===== config.mk =====
export PLATFORM = sky130hd
export DESIGN_NAME = integer_to_ascii_formatter
export DESIGN_NICKNAME = d
export VERILOG_FILES = /design/src/sv/ita_pkg.sv /design/src/sv/integer_to_ascii_formatter.sv /design/src/sv/ita_digit_unit.sv
export SDC_FILE = /design/constraint.sdc
export NUM_CORES = 1
export LEC_CHECK = 0
export BUFFER_PORTS_ARGS = -buffer_cell sky130_fd_sc_hd__buf_2
export CAP_MARGIN = 30
export CORE_MARGIN = 3
export CORE_UTILIZATION = 55
export DETAILED_ROUTE_END_ITERATION = 7
export PLACE_DENSITY = 0.77
export SKIP_LAST_GASP = 1
export SYNTH_ARGS = -nofsm -noshare
export SYNTH_HDL_FRONTEND = slang
export SYNTH_SLANG_ARGS = --single-unit

===== constraint.sdc =====
create_clock -name clk_i -period 4.6 [get_ports clk_i]
set_input_delay 0.23 -clock clk_i [delete_from_list [all_inputs] [get_ports clk_i]]
set_output_delay 0.23 -clock clk_i [all_outputs]
set_load 0.05 [all_outputs]

===== src/sv/ita_pkg.sv =====
// Package for the integer to ASCII formatter: request and result types,
// radix codes, character constants and the digit-to-character function.
// No dependencies.
package ita_pkg;

  localparam int CNT_W   = 7;
  localparam int OUT_CAP = 64;
  localparam int OCNT_W  = 6;

  localparam logic [7:0] CH_ZERO  = 8'h30;
  localparam logic [7:0] CH_A     = 8'h61;
  localparam logic [7:0] CH_MINUS = 8'h2D;
  localparam logic [7:0] CH_SPACE = 8'h20;

  typedef enum logic [1:0] {
    RADIX_DEC = 2'd0,
    RADIX_HEX = 2'd1,
    RADIX_BIN = 2'd2
  } ita_radix_e;

  typedef enum logic [1:0] {
    U_IDLE,
    U_CONV,
    U_SCAN,
    U_HOLD
  } ita_ustate_e;

  typedef enum logic [2:0] {
    S_IDLE,
    S_WAIT,
    S_SIGN,
    S_LPAD,
    S_DIGIT,
    S_RPAD
  } ita_state_e;

  typedef struct packed {
    logic [31:0] value;
    logic [1:0]  radix_select;
    logic        is_signed;
    logic [6:0]  field_width;
    logic        zero_pad;
    logic        left_justify;
  } ita_req_t;

  typedef struct packed {
    logic [7:0] out_char;
    logic       last_char;
  } ita_res_t;

  // digit unit status towards the emitter
  typedef struct packed {
    logic             ready;
    logic [CNT_W-1:0] ndig;
  } ita_dig_stat_t;

  function automatic logic [7:0] digit_char(input logic [3:0] d);
    logic [7:0] c;
    if (d < 4'd10) begin
      c = CH_ZERO + {4'd0, d};
    end else begin
      c = CH_A + {4'd0, d} - 8'd10;
    end
    return c;
  endfunction

endpackage


===== src/sv/integer_to_ascii_formatter.sv =====
// Integer to ASCII formatter top level: request capture, sign and padding
// sequencer, registered character output. Depends on ita_pkg, ita_digit_unit.
//
//   port       dir  handshake             carries
//   req_i      in   start high, busy low  value and format options
//   res_o      out  valid_o, one cycle    one character, last marker
//
// Decimal: a shift-and-add-3 pass over VALUE_BITS bits, a zero scan of up to
// DEC_DIGITS digits, then the characters; hex and binary skip that pass and
// scan up to VALUE_BITS/4 or VALUE_BITS digits. Characters leave one a cycle.
// busy stays high until the last character is on res_o. Reset clears the
// sequencer and the strobe; no pass over storage. Results cannot be stalled.
module integer_to_ascii_formatter #(
  parameter int VALUE_BITS = 32,
  parameter int MAX_WIDTH  = 64
) (
  input  logic              clk_i,
  input  logic              rst_ni,
  input  logic              start,
  input  ita_pkg::ita_req_t req_i,
  output logic              busy,
  output logic              valid_o,
  output ita_pkg::ita_res_t res_o
);

  ita_pkg::ita_state_e state_q, state_d;
  logic [6:0]                  wid_q, wid_d;
  logic [6:0]                  pad_q, pad_d;
  logic [ita_pkg::CNT_W-1:0]   dcnt_q, dcnt_d;
  logic [ita_pkg::OCNT_W-1:0]  ocnt_q, ocnt_d;
  logic                        neg_q, neg_d;
  logic                        zpad_q, zpad_d;
  logic                        left_q, left_d;
  logic                        strobe_q, strobe_d;
  ita_pkg::ita_res_t           res_q, res_d;

  logic [63:0]           v64;
  logic [VALUE_BITS-1:0] v;
  logic                  neg_w;
  logic [VALUE_BITS-1:0] mag;
  logic [6:0]            wsat;
  logic [6:0]            pad_w;
  logic                  load;
  logic                  next_dig;
  ita_pkg::ita_dig_stat_t stat;
  logic [3:0]            digit;

  assign load  = start && (state_q == ita_pkg::S_IDLE);
  assign v64   = 64'(req_i.value);
  assign v     = v64[VALUE_BITS-1:0];
  assign neg_w = req_i.is_signed && v[VALUE_BITS-1];
  assign mag   = neg_w ? (~v) + VALUE_BITS'(1) : v;
  assign wsat  = (req_i.field_width > 7'(MAX_WIDTH)) ? 7'(MAX_WIDTH) : req_i.field_width;
  assign pad_w = (wid_q > stat.ndig) ? wid_q - stat.ndig : 7'd0;

  ita_digit_unit #(
    .VALUE_BITS(VALUE_BITS)
  ) u_digits (
    .clk_i  (clk_i),
    .rst_ni (rst_ni),
    .load_i (load),
    .radix_i(ita_pkg::ita_radix_e'(req_i.radix_select)),
    .mag_i  (mag),
    .next_i (next_dig),
    .stat_o (stat),
    .digit_o(digit)
  );

  always_comb begin
    logic emit;
    logic fin;
    state_d  = state_q;
    wid_d    = wid_q;
    pad_d    = pad_q;
    dcnt_d   = dcnt_q;
    ocnt_d   = ocnt_q;
    neg_d    = neg_q;
    zpad_d   = zpad_q;
    left_d   = left_q;
    res_d    = res_q;
    strobe_d = 1'b0;
    next_dig = 1'b0;
    emit     = 1'b0;
    fin      = 1'b0;
    unique case (state_q)
      ita_pkg::S_IDLE: begin
        if (start) begin
          neg_d   = neg_w;
          zpad_d  = req_i.zero_pad;
          left_d  = req_i.left_justify;
          wid_d   = (neg_w && (wsat != 7'd0)) ? wsat - 7'd1 : wsat;
          ocnt_d  = '0;
          state_d = ita_pkg::S_WAIT;
        end
      end
      ita_pkg::S_WAIT: begin
        if (stat.ready) begin
          pad_d  = pad_w;
          dcnt_d = stat.ndig;
          if (neg_q) begin
            state_d = ita_pkg::S_SIGN;
          end else if (!left_q && (pad_w != 7'd0)) begin
            state_d = ita_pkg::S_LPAD;
          end else begin
            state_d = ita_pkg::S_DIGIT;
          end
        end
      end
      ita_pkg::S_SIGN: begin
        emit           = 1'b1;
        res_d.out_char = ita_pkg::CH_MINUS;
        state_d = (!left_q && (pad_q != 7'd0)) ? ita_pkg::S_LPAD : ita_pkg::S_DIGIT;
      end
      ita_pkg::S_LPAD: begin
        emit           = 1'b1;
        res_d.out_char = zpad_q ? ita_pkg::CH_ZERO : ita_pkg::CH_SPACE;
        pad_d          = pad_q - 7'd1;
        if (pad_q == 7'd1) begin
          state_d = ita_pkg::S_DIGIT;
        end
      end
      ita_pkg::S_DIGIT: begin
        emit           = 1'b1;
        next_dig       = 1'b1;
        res_d.out_char = ita_pkg::digit_char(digit);
        dcnt_d         = dcnt_q - ita_pkg::CNT_W'(1);
        if (dcnt_q == ita_pkg::CNT_W'(1)) begin
          if (left_q && (pad_q != 7'd0)) begin
            state_d = ita_pkg::S_RPAD;
          end else begin
            fin = 1'b1;
          end
        end
      end
      ita_pkg::S_RPAD: begin
        emit           = 1'b1;
        res_d.out_char = ita_pkg::CH_SPACE;
        pad_d          = pad_q - 7'd1;
        if (pad_q == 7'd1) begin
          fin = 1'b1;
        end
      end
      default: ;
    endcase
    if (emit) begin
      strobe_d = 1'b1;
      ocnt_d   = ocnt_q + ita_pkg::OCNT_W'(1);
      // output cap reached: truncate
      if (ocnt_q == ita_pkg::OCNT_W'(ita_pkg::OUT_CAP - 1)) begin
        fin = 1'b1;
      end
      res_d.last_char = fin;
      if (fin) begin
        state_d = ita_pkg::S_IDLE;
      end
    end
  end

  always_ff @(posedge clk_i or negedge rst_ni) begin
    if (!rst_ni) begin
      state_q  <= ita_pkg::S_IDLE;
      strobe_q <= 1'b0;
      pad_q    <= '0;
      dcnt_q   <= '0;
      ocnt_q   <= '0;
    end else begin
      state_q  <= state_d;
      strobe_q <= strobe_d;
      pad_q    <= pad_d;
      dcnt_q   <= dcnt_d;
      ocnt_q   <= ocnt_d;
    end
  end

  always_ff @(posedge clk_i) begin
    wid_q  <= wid_d;
    neg_q  <= neg_d;
    zpad_q <= zpad_d;
    left_q <= left_d;
    res_q  <= res_d;
  end

  assign busy    = (state_q != ita_pkg::S_IDLE);
  assign valid_o = strobe_q;
  assign res_o   = res_q;

endmodule


===== src/sv/ita_digit_unit.sv =====
// Digit unit: bit-serial binary to BCD conversion (shift and add-3) or direct
// hex/binary load, then a leading-zero scan one digit per cycle.
// Depends on ita_pkg.
module ita_digit_unit #(
  parameter int VALUE_BITS = 32
) (
  input  logic                      clk_i,
  input  logic                      rst_ni,
  input  logic                      load_i,
  input  ita_pkg::ita_radix_e       radix_i,
  input  logic [VALUE_BITS-1:0]     mag_i,
  input  logic                      next_i,
  output ita_pkg::ita_dig_stat_t    stat_o,
  output logic [3:0]                digit_o
);

  localparam int DEC_DIGITS = (VALUE_BITS * 30103) / 100000 + 1;
  localparam int HEX_DIGITS = (VALUE_BITS + 3) / 4;
  localparam int DIGW       = 4 * DEC_DIGITS;
  localparam int CW         = $clog2(VALUE_BITS + 1);

  ita_pkg::ita_ustate_e ust_q, ust_d;
  logic [VALUE_BITS-1:0] bin_q, bin_d;
  logic [DIGW-1:0]       dig_q, dig_d;
  logic [CW-1:0]         cnt_q, cnt_d;
  logic                  isbin_q, isbin_d;

  logic [DIGW-1:0] adj;
  logic [DIGW-1:0] dig_sh;
  logic            top_zero;

  always_comb begin
    for (int k = 0; k < DEC_DIGITS; k++) begin
      adj[4*k +: 4] = (dig_q[4*k +: 4] >= 4'd5) ? dig_q[4*k +: 4] + 4'd3 : dig_q[4*k +: 4];
    end
  end

  assign dig_sh   = isbin_q ? (dig_q << 1) : (dig_q << 4);
  assign top_zero = isbin_q ? !dig_q[DIGW-1] : (dig_q[DIGW-1 -: 4] == 4'd0);

  always_comb begin
    ust_d   = ust_q;
    bin_d   = bin_q;
    dig_d   = dig_q;
    cnt_d   = cnt_q;
    isbin_d = isbin_q;
    if (load_i) begin
      bin_d = mag_i;
      unique case (radix_i)
        ita_pkg::RADIX_HEX: begin
          dig_d   = DIGW'(mag_i) << (DIGW - 4 * HEX_DIGITS);
          cnt_d   = CW'(HEX_DIGITS);
          isbin_d = 1'b0;
          ust_d   = ita_pkg::U_SCAN;
        end
        ita_pkg::RADIX_BIN: begin
          dig_d   = DIGW'(mag_i) << (DIGW - VALUE_BITS);
          cnt_d   = CW'(VALUE_BITS);
          isbin_d = 1'b1;
          ust_d   = ita_pkg::U_SCAN;
        end
        default: begin
          dig_d   = '0;
          cnt_d   = CW'(VALUE_BITS);
          isbin_d = 1'b0;
          ust_d   = ita_pkg::U_CONV;
        end
      endcase
    end else begin
      unique case (ust_q)
        ita_pkg::U_CONV: begin
          dig_d = {adj[DIGW-2:0], bin_q[VALUE_BITS-1]};
          bin_d = bin_q << 1;
          cnt_d = cnt_q - CW'(1);
          if (cnt_q == CW'(1)) begin
            cnt_d = CW'(DEC_DIGITS);
            ust_d = ita_pkg::U_SCAN;
          end
        end
        ita_pkg::U_SCAN: begin
          if (top_zero && (cnt_q > CW'(1))) begin
            dig_d = dig_sh;
            cnt_d = cnt_q - CW'(1);
          end else begin
            ust_d = ita_pkg::U_HOLD;
          end
        end
        ita_pkg::U_HOLD: begin
          if (next_i) begin
            dig_d = dig_sh;
          end
        end
        default: ;
      endcase
    end
  end

  always_ff @(posedge clk_i or negedge rst_ni) begin
    if (!rst_ni) begin
      ust_q <= ita_pkg::U_IDLE;
    end else begin
      ust_q <= ust_d;
    end
  end

  always_ff @(posedge clk_i) begin
    bin_q   <= bin_d;
    dig_q   <= dig_d;
    cnt_q   <= cnt_d;
    isbin_q <= isbin_d;
  end

  assign stat_o.ready = (ust_q == ita_pkg::U_HOLD);
  assign stat_o.ndig  = ita_pkg::CNT_W'(cnt_q);
  assign digit_o      = isbin_q ? {3'd0, dig_q[DIGW-1]} : dig_q[DIGW-1 -: 4];

endmodule


# Word level (Yosys, flattened, before mapping)
# Cells that the tools add are included.
# word_totals
regBits,124
in_bits,47
# classes
add_sub_neg,20
n_lt_le_gt_ge,14
n_eq_ne,19
n_mux,65
bitwise_logic,1
reduce_logical,33
# op_table
operator,count
40-bit 2-to-1 mux,5
40-bit case mux with 3 select lines,1
32-bit 2-to-1 mux,3
6-bit 2-to-1 mux,7
"4-bit by 3-bit greater-or-equal comparator with 1-bit output, second input constant",10
4-bit 2-to-1 mux,10
"4-bit by 2-bit adder with 4-bit output, second input constant",9
7-bit 2-to-1 mux,5
3-bit 2-to-1 mux,11
"32-bit by 1-bit adder with 32-bit output, second input constant",1
32-bit inverter,1
8-bit case mux with 4 select lines,1
7-bit case mux with 2 select lines,2
7-bit nonzero test,3
"7-bit by 1-bit subtractor with 7-bit output, second input constant",3
3-bit case mux with 5 select lines,1
"7-bit by 1-bit equality test with 1-bit output, second input constant",2
6-bit case mux with 2 select lines,1
1-bit 2-to-1 mux,10
2-bit AND reduction,5
2-bit nonzero test,5
"7-bit by 4-bit adder with 8-bit output, first input constant",1
2-bit 2-to-1 mux,4
8-bit 2-to-1 mux,1
other kinds (32),50

# Logic depth before layout (Yosys ltp)
# Gate-level depths: netlist of the first run.
# depth
ltp_word,10
depth_mapped,10

# By module
# Synthesis of the first run repeated with hierarchy kept, for this count alone.
# unflattened
hier_cells,891
hier_area_um2,8617.0
# modules_own_cells
module,instances,cells_per_inst,area_each_um2
ita_digit_unit,1,478,5153.7
integer_to_ascii_formatter,1,413,3463.3

# Least setup slack after synthesis of the first run
# No wires, ideal clock.
# synth_path
path_kind,reg-to-reg
from,register state_q[0]
to,"register u_digits.dig_q[0], enable pin"
setup_time_ps,493
arrival_time_ps,3959
setup_slack_ps,148
path_stages_with_launch,7
n_path_buf,2
period_less_slack_ps,4452
cell_sequence,dfrtp_1 -> clkbuf_1 -> nor2_1 -> and2_1 -> clkbuf_1 -> a21oi_1 -> o21ai_0
# synth_between
elab_chain_len,4
elab_cells_between_ends,8
cone_classes,3 x eq/ne; 1 x mux; 4 x reduce/logical
# synth_lines
item,line,source
"start, declared",integer_to_ascii_formatter.sv:26,"ita_pkg::ita_state_e state_q, state_d;"
"start signal, assigned",integer_to_ascii_formatter.sv:161,state_q <= ita_pkg::S_IDLE;
"start signal, assigned",integer_to_ascii_formatter.sv:167,state_q <= state_d;
3-bit equality test or 3-bit zero test (tied branches),"integer_to_ascii_formatter.sv:85, integer_to_ascii_formatter.sv:48",
1-bit 2-to-1 mux or 1-bit logical AND (tied branches),"integer_to_ascii_formatter.sv:85, integer_to_ascii_formatter.sv:48",
"3-bit inequality test (no line), or another cell as far along",-,
3-bit AND reduction (no line) *,-,
"end signal, assigned",ita_digit_unit.sv:108,dig_q <= dig_d;
"end, declared",ita_digit_unit.sv:24,"logic [DIGW-1:0] dig_q, dig_d;"
# Every way passes the cells marked *; elsewhere a longest branch is shown, timed or not.
# A chain may end at the register's enable or synchronous reset.

# Final worst setup path of the first run
# layout_path
from,register u_digits.cnt_q[0]
to,register state_q[2]
# layout_between
elab_chain_len,10
elab_cells_between_ends,11
cone_classes,1 x add/sub; 1 x order compare; 7 x mux; 2 x reduce/logical
# layout_lines
item,line,source
"start, declared",ita_digit_unit.sv:25,"logic [CW-1:0] cnt_q, cnt_d;"
"start signal, assigned",ita_digit_unit.sv:109,cnt_q <= cnt_d;
7-bit by 6-bit subtractor with 7-bit output or 7-bit by 6-bit greater-than comparator with 1-bit output (tied branches),integer_to_ascii_formatter.sv:54,assign pad_w = (wid_q > stat.ndig) ? wid_q - stat.ndig : 7'd0;
7-bit 2-to-1 mux *,integer_to_ascii_formatter.sv:54,
7-bit nonzero test *,integer_to_ascii_formatter.sv:102,end else if (!left_q && (pad_w != 7'd0)) begin
1-bit logical AND *,integer_to_ascii_formatter.sv:102,
3-bit 2-to-1 mux *,integer_to_ascii_formatter.sv:102,
3-bit 2-to-1 mux *,integer_to_ascii_formatter.sv:100,if (neg_q) begin
3-bit 2-to-1 mux *,integer_to_ascii_formatter.sv:97,if (stat.ready) begin
3-bit case mux with 5 select lines *,integer_to_ascii_formatter.sv:85,unique case (state_q)
3-bit 2-to-1 mux,integer_to_ascii_formatter.sv:153,if (fin) begin
3-bit 2-to-1 mux *,integer_to_ascii_formatter.sv:145,if (emit) begin
net state_d[2],integer_to_ascii_formatter.sv:26,
# Mark *: on every way through the listed nets, which the timed path passes. The rest lies on a longest branch.

==> results of run 1 <==
worst max-delay path: stages, from the launching register on:
cell	delay, ns
sky130_fd_sc_hd__edfxtp_1	0.50
sky130_fd_sc_hd__ha_1	0.27
sky130_fd_sc_hd__fa_1	0.40
sky130_fd_sc_hd__nand2b_1	0.19
sky130_fd_sc_hd__a2111oi_0	0.42
sky130_fd_sc_hd__a311oi_1	0.15
sky130_fd_sc_hd__nor4_1	0.49
sky130_fd_sc_hd__o311ai_1	0.16
sky130_fd_sc_hd__a22oi_1	0.18
report_power, final:
part           switching [uW]  total [uW]  internal (uW)  leakage [uW]
logic                    1090        1780            691       0.00214
registers                 289        1880           1590       0.00118
clock network             489        1280            788      0.000266
total                    1860        4930           3070       0.00358
layer usage:
layer	routed length, um	up-vias	track usage (%)
met5	0	-	0
met4	364	0	7.80
met3	1150	32	5.71
met2	9330	221	39.9
met1	8910	3354	33.3
li1	-	3357	-
state kept, by name, indices dropped and copies added, names as in the netlist:
| signal | cells |
|---|---|
| dcnt_q | 7 |
| left_q | 1 |
| neg_q | 1 |
| ocnt_q | 6 |
| pad_q | 7 |
| res_o | 8 |
| state_q | 3 |
| u_digits.bin_q | 32 |
| u_digits.cnt_q | 6 |
| u_digits.dig_q | 40 |
| u_digits.isbin_q | 1 |
| u_digits.ust_q | 2 |
| valid_o | 1 |
| wid_q | 7 |
| zpad_q | 1 |
path summary, 6_finish.rpt:
kind	from	endpoint	slack [ns]	cells past startpoint
min	req_i[11]	u_digits.isbin_q	0.16	2
max	u_digits.cnt_q[0]	state_q[2]	1.75	8
max reg2reg	u_digits.cnt_q[0]	state_q[2]	1.75	8
min in group asynchronous	rst_ni	ocnt_q[3]	0.37	2
max in group asynchronous	rst_ni	u_digits.ust_q[1]	3.81	2
min reg2reg	dcnt_q[5]	dcnt_q[5]	0.50	2
cell usage after synthesis, drive strengths merged (3+ instances only):
cell type  count
nand4b         6
and2           7
o31ai         14
a22oi          3
nand2         90
a211oi         5
ha            44
a21o           8
dfrtp         26
o22ai         23
nor2          66
o211ai         7
nor3          22
o21a           3
a21boi         8
inv           58
xor2          15
a21oi         60
and3           7
nand3         17
a311oi         5
a2111oi        4
nor3b          5
nand3b         4
o21ai         89
nand2b        19
o221ai         3
or3            3
nor4b         10
nor2b          5
mux2i          6
a221oi        18
nor4          12
edfxtp        97
a31oi          9
clkbuf        31
buf           11
xnor2         32
kinds of logic after synthesis:
| kind of cell | count (synthesis) | share of synthesized area (%) |
|---|---|---|
| AO/OA/AOI/OAI | 280 | 21.7 |
| XOR/XNOR | 47 | 5.03 |
| adder cells (fa/ha/maj) | 45 | 6.98 |
| buffers and inverters | 100 | 4.71 |
| flip-flops | 123 | 43.6 |
| multiplexers | 6 | 0.734 |
| other | 1 | 0.0459 |
| AND/OR/NAND/NOR | 281 | 17.2 |
stage by stage:
| step | setup WS [ns] | utilization (%) | instances | power (uW) |
|---|---|---|---|---|
| global placement | 1.89 | 60.5 | 1085 | 3560 |
| global route | 1.49 | 64.6 | 1120 | 5250 |
| CTS | 1.79 | 64.6 | 1120 | 4920 |
| finish | 1.75 | 64.6 | 1120 | 4930 |
| floorplan | 0.148 | - | 883 | 3170 |
| detailed placement | 1.81 | 60.5 | 1085 | 3620 |
timing repair:
action	in CTS	in global routing
hold endpoints to repair	28	0
hold buffers	3	0
setup endpoints to repair	0	0
layout make-up:
class	count	area (um^2)
Clock buffer	19	433
Clock inverter	13	126
Fill cell	1161	5020
Inverter	58	218
Multi-Input combinational cell	660	4240
Sequential cell	123	3560
Tap cell	180	225
Timing Repair Buffer	67	370
==> summary.md, run 1 <==
| Metric | Value |
|---|---|
| Cell taking the most area after synthesis | sky130_fd_sc_hd__edfxtp_1 |
| Detail-routed net length per standard cell | 17.6 um |
| Number of DRC violations after detailed routing | 0 |
| Critical path start-end classification | flip-flop to flip-flop |
| Worst supply voltage drop on vdd | 0.282 mV |
| Layout-stage area growth over the synthesis result | 12.2% |
| Chip width | 128 um |
| Mean instance size in the synthesized netlist | 9.26 um^2 |
| I/O Pins | 58 |
| Maximum count of clock buffers along a single path | 2 |
| Clock Latency Late Sink | 0.43 ns |
| Total overflow reported by the global router | 0 |
| Slew @ Worst Pin | 0.918 ns |
| Fin Setup TNS | 0 ns |
| Top-area cell type share of the netlist area | 35.6% |
| Clock transition at the registers of the reported paths | 0.06 ns |
| CTS Root Cell | sky130_fd_sc_hd__clkbuf_16 |
| RSZ-0062 raised after global routing | false |
| Final number of hold-violating endpoints | 0 |
| Data arrival at the endpoint of the critical path | 3.19 ns |
| Share of synthesized flip-flops with an asynchronous set or reset | 21.1% |
| Total standard cell area after synthesis | 8180 um^2 |
| Via/cell ratio | 6.22 |
| Synth Flop Type | sky130_fd_sc_hd__edfxtp_1 |
| Net total in the final layout | 1019 |
| Number of gates resized after CTS | 0 |
| CTS tree | yes |
| Initial core utilization | 57.6% |
| Minimum clock period | 2.85 ns |
| Pin count of the biggest net entering global routing | 49 |
| First-pass GRT wire length | 32700 um |
| Hold Path Class | input port to flip-flop |
| 1st-pass router iterations | 7 |
| Number of core rows | 43 |
| Inserted Clock Buffers | 17 |
| Number of enable-type register cells in the synthesized netlist | 97 |
| Largest fanout on the critical path | 6 |
| Post-placement cell area | 8590 um^2 |
| Htree depth | 4 |
| Leakage power figure | 0.00358 uW |
| Post-CTS setup repair buffer count | 0 |
| Result of the run | finished clean |
| Worst slew margin | 38.8% |
| Port Buffer Count | 56 |
| Vias in the first global route | 6747 |
| Final worst hold slack | 0.164 ns |
| Maximum clock rate | 351 MHz |
| Post-route clock period utilization | 62.0% |
| Commonest non-fill, non-tap cell in the layout | sky130_fd_sc_hd__edfxtp_1 |
| Antenna fix cells | 0 |
| Count of nets left with antenna violations after detail routing | 0 |
| Core outline area | 14200 um^2 |
| Area of the die | 16400 um^2 |
| Netlist cell types | 68 |
| Crit start category | flip-flop |
| Placer Congestion | 0.851 |
| Total Routed Length | 19800 um |
| Sinks on the clock net | 123 |
| Share of layout cells above drive strength 1 | 11.1% |
| Worst setup skew after layout | 0.00804 ns |
| Gate count of the mapped netlist | 883 |
| DIE HEIGHT | 128 um |
| Combined global-route utilization of all metal layers | 24.7% |
| Post-synth net total | 975 |
| Pwr dens | 537 nW/um^2 |
| Post-DP HPWL | 13800 um |
| Final Cell Area | 9180 um^2 |
| CP endpoint kind | flip-flop |
| Count of max-cap constraint violations | 0 |
| Synth warn | 0 |
| Number of setup violations in the final report | 0 |
| Top library cells by usage in the layout, fill and taps aside | sky130_fd_sc_hd__edfxtp_1 (97), sky130_fd_sc_hd__nand2_1 (89), sky130_fd_sc_hd__o21ai_0 (86), sky130_fd_sc_hd__nor2_1 (66), sky130_fd_sc_hd__a21oi_1 (60) |
| Synthesized flop and latch total | 123 |
| Starting DRC count in detailed routing | 922 |
| Share of synthesized area occupied by flip-flops and latches | 43.6% |
| Pins over their slew limit | 0 |
| Number of antenna violations at the first check in global routing | 0 |
| Required time reported for the critical path endpoint | 4.94 ns |
| Total via count after detailed routing | 6964 |
| Ranking of synthesized cells by area | sky130_fd_sc_hd__edfxtp_1 (36%), sky130_fd_sc_hd__dfrtp_1 (8.0%), sky130_fd_sc_hd__ha_1 (6.7%) |
Power figures use the tool's default switching activity.
==> inputs of run 2 (changes only) <==
--- a/config.mk
+++ b/config.mk
@@ -10,7 +10,7 @@
 export CORE_MARGIN = 3
 export CORE_UTILIZATION = 55
 export DETAILED_ROUTE_END_ITERATION = 7
-export PLACE_DENSITY = 0.77
+export PLACE_DENSITY = 0.74
 export SKIP_LAST_GASP = 1
 export SYNTH_ARGS = -nofsm -noshare
 export SYNTH_HDL_FRONTEND = slang
==> constraint.sdc (replaced) <==
create_clock -name clk_i -period 2.9 [get_ports clk_i]
set_input_delay 0.145 -clock clk_i [delete_from_list [all_inputs] [get_ports clk_i]]
set_output_delay 0.145 -clock clk_i [all_outputs]
set_load 0.05 [all_outputs]
==> run 2 against run 1 <==
Hold slack lost 0.099 ns. Die area is the same. Critical endpoint unchanged. Register-to-register slack worse by 1.5 ns. Largest power group unchanged.
==> summary.md, run 2 (synthesized netlist as in run 1, its figures left out) <==
| Metric | Value |
|---|---|
| Worst slew margin | 49.5% |
| Required time reported for the critical path endpoint | 3.24 ns |
| Number of DRC violations after detailed routing | 0 |
| Final number of hold-violating endpoints | 0 |
| Placer Congestion | 0.871 |
| Post-CTS setup repair buffer count | 0 |
| Fin Setup TNS | 0 ns |
| CP endpoint kind | flip-flop |
| Sinks on the clock net | 123 |
| Leakage power figure | 0.00369 uW |
| Share of power burned in combinational logic | 35.9% |
| Area of the die | 16400 um^2 |
| CP Cell Sequence | ha_1 > fa_1 > nand2b_1 > a2111oi_0 > a311oi_1 > nor4_1 > o311ai_1 > a22oi_1 |
| Worst setup skew after layout | 0.00972 ns |
| Htree depth | 4 |
| First-pass GRT wire length | 33000 um |
| Worst supply voltage drop on vdd | 0.496 mV |
| RSZ-0062 raised after global routing | false |
| Worst slack at placement | 0.289 ns |
| Inserted Clock Buffers | 17 |
| Post-route clock period utilization | 91.6% |
| Register bank with the most flops | u_digits.dig_q |
| Largest fanout on the critical path | 3 |
| Worst Path Buf+Inv | 0 |
| 1st-pass router iterations | 5 |
| Relative contribution of the clock network to total power | 26.7% |
| Pwr dens | 850 nW/um^2 |
| Count of max-cap constraint violations | 0 |
| Maximum count of clock buffers along a single path | 2 |
| Vias in the first global route | 6594 |
| Critical path start-end classification | flip-flop to flip-flop |
| Net total in the final layout | 1036 |
| I/O Pins | 58 |
| Port Buffer Count | 56 |
| Delay-heaviest family, CP | compound AO/OA/AOI/OAI gates |
| Worst path slowest cell | sky130_fd_sc_hd__nor4_1 |
| Combined global-route utilization of all metal layers | 25.1% |
| Number of setup violations in the final report | 0 |
| Core outline area | 14200 um^2 |
| Internal Dissipation | 4950 uW |
| Slew @ Worst Pin | 0.754 ns |
| Top library cells by usage in the layout, fill and taps aside | sky130_fd_sc_hd__edfxtp_1 (97), sky130_fd_sc_hd__nand2_1 (89), sky130_fd_sc_hd__o21ai_0 (86), sky130_fd_sc_hd__nor2_1 (66), sky130_fd_sc_hd__a21oi_1 (60) |
| Via/cell ratio | 6.08 |
| Final worst hold slack | 0.0649 ns |
| Commonest non-fill, non-tap cell in the layout | sky130_fd_sc_hd__edfxtp_1 |
| Post-placement cell area | 8730 um^2 |
| Number of gates resized after CTS | 0 |
| DIE HEIGHT | 128 um |
| Final setup margin | 0.243 ns |
| Data arrival at the endpoint of the critical path | 2.99 ns |
| Number of core rows | 43 |
| Largest register FFs | 40 |
| Total Routed Length | 19600 um |
| Layout-stage area growth over the synthesis result | 14.3% |
| Proportion of power drawn by flip-flops and latches | 37.4% |
| Total via count after detailed routing | 6910 |
| Maximum clock rate | 376 MHz |
| Crit start category | flip-flop |
| Result of the run | finished clean |
| Total overflow reported by the global router | 0 |
| Final Cell Area | 9350 um^2 |
| CP peak stage delay | 0.50 ns |
| Count of nets left with antenna violations after detail routing | 0 |
| Clock Latency Late Sink | 0.43 ns |
| Chip width | 128 um |
| Hold buffer count at CTS | 3 |
| Power consumption | 7940 uW |
| Minimum clock period | 2.66 ns |
| Pins over their slew limit | 0 |
| Share of layout cells above drive strength 1 | 13.2% |
| CTS tree | yes |
| Post-DP HPWL | 13800 um |
| Net load switching power | 2990 uW |
| Detail-routed net length per standard cell | 17.3 um |
| CTS Root Cell | sky130_fd_sc_hd__clkbuf_16 |
| Clock transition at the registers of the reported paths | 0.06 ns |
| Switching share of power | 37.7% |
| Initial core utilization | 57.6% |
| Starting DRC count in detailed routing | 622 |
| Hold Path Class | input port to flip-flop |
| Antenna fix cells | 0 |
| Pin count of the biggest net entering global routing | 41 |
| Number of antenna violations at the first check in global routing | 0 |
[run 2: power groups by stage]
| stage | Sequential [uW] | Combinational [uW] | Clock, uW |
|---|---|---|---|
| 2_1_floorplan | 2950 | 2070 | 0 |
| 4_1_cts | 2950 | 2850 | 2140 |
| 3_3_place_gp | 2970 | 2740 | 0 |
| 3_5_place_dp | 2980 | 2820 | 0 |
| 6_report | 2970 | 2850 | 2120 |
| 5_1_grt | 3040 | 3230 | 2230 |
[run 2: worst register-to-register path: stages, from the launching register on]
cell and delay (ns):
sky130_fd_sc_hd__edfxtp_1 0.38, sky130_fd_sc_hd__ha_1 0.23, sky130_fd_sc_hd__fa_1 0.39, sky130_fd_sc_hd__nand2b_1 0.20, sky130_fd_sc_hd__a2111oi_0 0.38, sky130_fd_sc_hd__a311oi_1 0.13
sky130_fd_sc_hd__nor4_1 0.50, sky130_fd_sc_hd__o311ai_1 0.16, sky130_fd_sc_hd__a22oi_1 0.20
[run 2: through the flow]
step,std cells,util (%)
6_report,1137,65.8
5_1_grt,1137,65.8
4_1_cts,1137,65.8
3_5_place_dp,1102,61.5
3_3_place_gp,1102,61.5
2_1_floorplan,883,-
[run 2: final cells by class]
cell class	instances	area, um^2
Clock buffer	17	425
Clock inverter	15	165
Fill cell	1145	4850
Inverter	58	218
Multi-Input combinational cell	660	4240
Sequential cell	123	3560
Tap cell	180	225
Timing Repair Buffer	84	510
[run 2: metal layers]
layer | routed length [um] | share of wire (%) | vias to the layer above | GRT usage, %
li1 | - | - | 3392 | -
met1 | 9120 | 46 | 3322 | 35.1
met2 | 9440 | 48 | 177 | 40.5
met3 | 865 | 4.4 | 19 | 4.75
met4 | 187 | 0.95 | 0 | 6.12
met5 | 0 | 0 | - | 0
[run 2: path summary, 6_finish.rpt]
path | start | endpoint | slack [ns] | cells past startpoint
min reg2reg | dcnt_q[5] | dcnt_q[5] | 0.50 | 2
min | req_i[11] | u_digits.isbin_q | 0.06 | 2
max | u_digits.cnt_q[0] | state_q[2] | 0.24 | 8
min in group asynchronous | rst_ni | ocnt_q[1] | 0.27 | 2
max reg2reg | u_digits.cnt_q[0] | state_q[2] | 0.24 | 8
max in group asynchronous | rst_ni | dcnt_q[3] | 2.21 | 2
==> inputs of run 3 (changes only) <==
--- a/config.mk
+++ b/config.mk
@@ -7,10 +7,13 @@
 export LEC_CHECK = 0
 export BUFFER_PORTS_ARGS = -buffer_cell sky130_fd_sc_hd__buf_2
 export CAP_MARGIN = 30
+export CELL_PAD_IN_SITES_DETAIL_PLACEMENT = 1
+export CELL_PAD_IN_SITES_GLOBAL_PLACEMENT = 1
 export CORE_MARGIN = 3
-export CORE_UTILIZATION = 55
+export CORE_UTILIZATION = 48
 export DETAILED_ROUTE_END_ITERATION = 7
-export PLACE_DENSITY = 0.74
+export PLACE_DENSITY_LB_ADDON = 0.1
+export RECOVER_POWER = 50
 export SKIP_LAST_GASP = 1
 export SYNTH_ARGS = -nofsm -noshare
 export SYNTH_HDL_FRONTEND = slang
==> run 3 against run 2 <==
The run now ends with capacitance limit, slew limit left. Clock power shrank 2%. Clock-buffer cell count up 6. Sequential share of layout area rose by 0.18 points. Flip-flop and latch count did not move. Cell count up 2.9%. Design area down 0.48%. Hold slack got worse by 0.019 ns. Sequential power hardly changed. First-iteration DRC count down 16%. Register-to-register slack got worse by 0.12 ns. Setup slack worse by 0.12 ns. Largest cell class unchanged. Highest routed layer unchanged.
==> summary.md, run 3 (synthesized netlist as in run 1, its figures left out) <==
| Metric | Value |
|---|---|
| Result of the run | finished with violations |
| Violations in the final reports | capacitance limit, slew limit |
| Data arrival at the endpoint of the critical path | 3.13 ns |
| Htree depth | 4 |
| Sinks on the clock net | 123 |
| Port Buffer Count | 56 |
| CP endpoint kind | flip-flop |
| Antenna fix cells | 0 |
| Pin count of the biggest net entering global routing | 54 |
| Post-CTS setup repair buffer count | 0 |
| Register bank with the most flops | u_digits.dig_q |
| Layout-stage area growth over the synthesis result | 13.8% |
| Total via count after detailed routing | 7094 |
| Pwr dens | 866 nW/um^2 |
| Count of nets left with antenna violations after detail routing | 0 |
| Combined global-route utilization of all metal layers | 26.1% |
| Share of power burned in combinational logic | 37.1% |
| Vias in the first global route | 7448 |
| Maximum count of clock buffers along a single path | 2 |
| Final worst hold slack | 0.0462 ns |
| Switching share of power | 38.9% |
| Final number of hold-violating endpoints | 0 |
| Detail-routed net length per standard cell | 20.2 um |
| Commonest non-fill, non-tap cell in the layout | sky130_fd_sc_hd__edfxtp_1 |
| Area occupied by multi-input gates | 4230 um^2 |
| Crit start category | flip-flop |
| Number of DRC violations after detailed routing | 0 |
| Proportion of power drawn by flip-flops and latches | 37.2% |
| Worst setup skew after layout | 0.0195 ns |
| Maximum clock rate | 360 MHz |
| First-pass GRT wire length | 38300 um |
| Chip width | 137 um |
| Number of setup violations in the final report | 0 |
| Worst supply voltage drop on vdd | 0.508 mV |
| Leakage power figure | 0.00361 uW |
| Area of the die | 18600 um^2 |
| 1st-pass router iterations | 4 |
| Hold Path Class | input port to flip-flop |
| Slew @ Worst Pin | 1.50 ns |
| Via/cell ratio | 6.06 |
| Initial core utilization | 49.1% |
| Core outline area | 16600 um^2 |
| Pins over their slew limit | 26 |
| Inserted Clock Buffers | 17 |
| Starting DRC count in detailed routing | 522 |
| Largest fanout on the critical path | 3 |
| Post-placement cell area | 8740 um^2 |
| Net load switching power | 3130 uW |
| Relative contribution of the clock network to total power | 25.7% |
| Clock Latency Late Sink | 0.43 ns |
| Share of layout cells above drive strength 1 | 10.5% |
| Area occupied by registers | 3560 um^2 |
| I/O Pins | 58 |
| Internal Dissipation | 4920 uW |
| Largest register FFs | 40 |
| CTS tree | yes |
| Placer Congestion | 0.830 |
| Number of core rows | 47 |
| Number of filler instances in the final layout | 1944 |
| Count of max-cap constraint violations | 1 |
| Post-DP HPWL | 16800 um |
| Top library cells by usage in the layout, fill and taps aside | sky130_fd_sc_hd__edfxtp_1 (97), sky130_fd_sc_hd__nand2_1 (89), sky130_fd_sc_hd__o21ai_0 (87), sky130_fd_sc_hd__nor2_1 (66), sky130_fd_sc_hd__a21oi_1 (60) |
| Fin Setup TNS | 0 ns |
| RSZ-0062 raised after global routing | false |
| Number of antenna violations at the first check in global routing | 0 |
| Net total in the final layout | 1029 |
| Required time reported for the critical path endpoint | 3.25 ns |
| Clock transition at the registers of the reported paths | 0.06 ns |
| Number of gates resized after CTS | 0 |
| Critical path start-end classification | flip-flop to flip-flop |
| DIE HEIGHT | 137 um |
| Minimum clock period | 2.78 ns |
| Power consumption | 8060 uW |
| Worst slew margin | -0.175% |
| Post-route clock period utilization | 95.8% |
| Final Cell Area | 9310 um^2 |
| Total overflow reported by the global router | 0 |
| CTS Root Cell | sky130_fd_sc_hd__clkbuf_16 |
| Total Routed Length | 23600 um |
==> run 3: power groups by stage <==
| stage | sequential [uW] | clock, uW | combinational [uW] |
|---|---|---|---|
| finish | 3000 | 2070 | 2990 |
| CTS | 2980 | 2100 | 3000 |
| global route | 3060 | 2180 | 3340 |
| floorplan | 2950 | 0 | 2070 |
| detailed placement | 3000 | 0 | 2960 |
| global placement | 2960 | 0 | 2730 |
==> run 3: worst paths after layout <==
check	depth (start not counted)	slack [ns]	start	end
min in group asynchronous	2	0.61	rst_ni	pad_q[4]
worst max-delay path	9	0.12	u_digits.cnt_q[0]	state_q[2]
worst min-delay path	2	0.05	req_i[11]	u_digits.isbin_q
worst min register to register	1	0.49	dcnt_q[6]	dcnt_q[6]
max in group asynchronous	2	1.41	rst_ni	dcnt_q[3]
worst max register to register	9	0.12	u_digits.cnt_q[0]	state_q[2]
==> run 3: repair_timing <==
| action | in CTS | in global routing |
|---|---|---|
| hold endpoints to repair | 28 | 0 |
| setup endpoints to repair | 0 | 0 |
| hold buffers | 3 | 0 |
==> run 3: critical path, cell delays in order, from the launching register on <==
cell and delay [ns]:
sky130_fd_sc_hd__edfxtp_1 0.39, sky130_fd_sc_hd__ha_1 0.24, sky130_fd_sc_hd__fa_1 0.41, sky130_fd_sc_hd__nand2b_1 0.21, sky130_fd_sc_hd__a2111oi_0 0.54, sky130_fd_sc_hd__a311oi_1 0.15, sky130_fd_sc_hd__nor4_1 0.30, sky130_fd_sc_hd__buf_4 0.17
sky130_fd_sc_hd__o311ai_1 0.11, sky130_fd_sc_hd__a22oi_1 0.20
==> run 3: per-layer routing <==
layer,global-route usage [%],routed length (um),up-vias
met5,0,0,-
met4,8.23,410,0
met3,4.30,827,35
met2,46.7,12300,138
met1,32.0,10000,3529
li1,-,-,3392
==> run 3: area by class of cell <==
type / instances / share of cell area, %
multi-input cells: 660 / 45.4
clock buffers: 23 / 5.61
well taps: 220 / 2.96
inverters: 58 / 2.34
clock inverters: 9 / 0.619
flip-flops and latches: 123 / 38.3
repair buffers: 77 / 4.75
==> run 3: through the flow <==
| stage | setup WS (ns) | instances | utilization [%] |
|---|---|---|---|
| after floorplan | 0.282 | 883 | - |
| after global placement | 0.395 | 1135 | 52.5 |
| after detailed placement | 0.218 | 1135 | 52.5 |
| after CTS | 0.184 | 1170 | 56.2 |
| after global routing | 0.0200 | 1170 | 55.9 |
| final | 0.121 | 1170 | 55.9 |
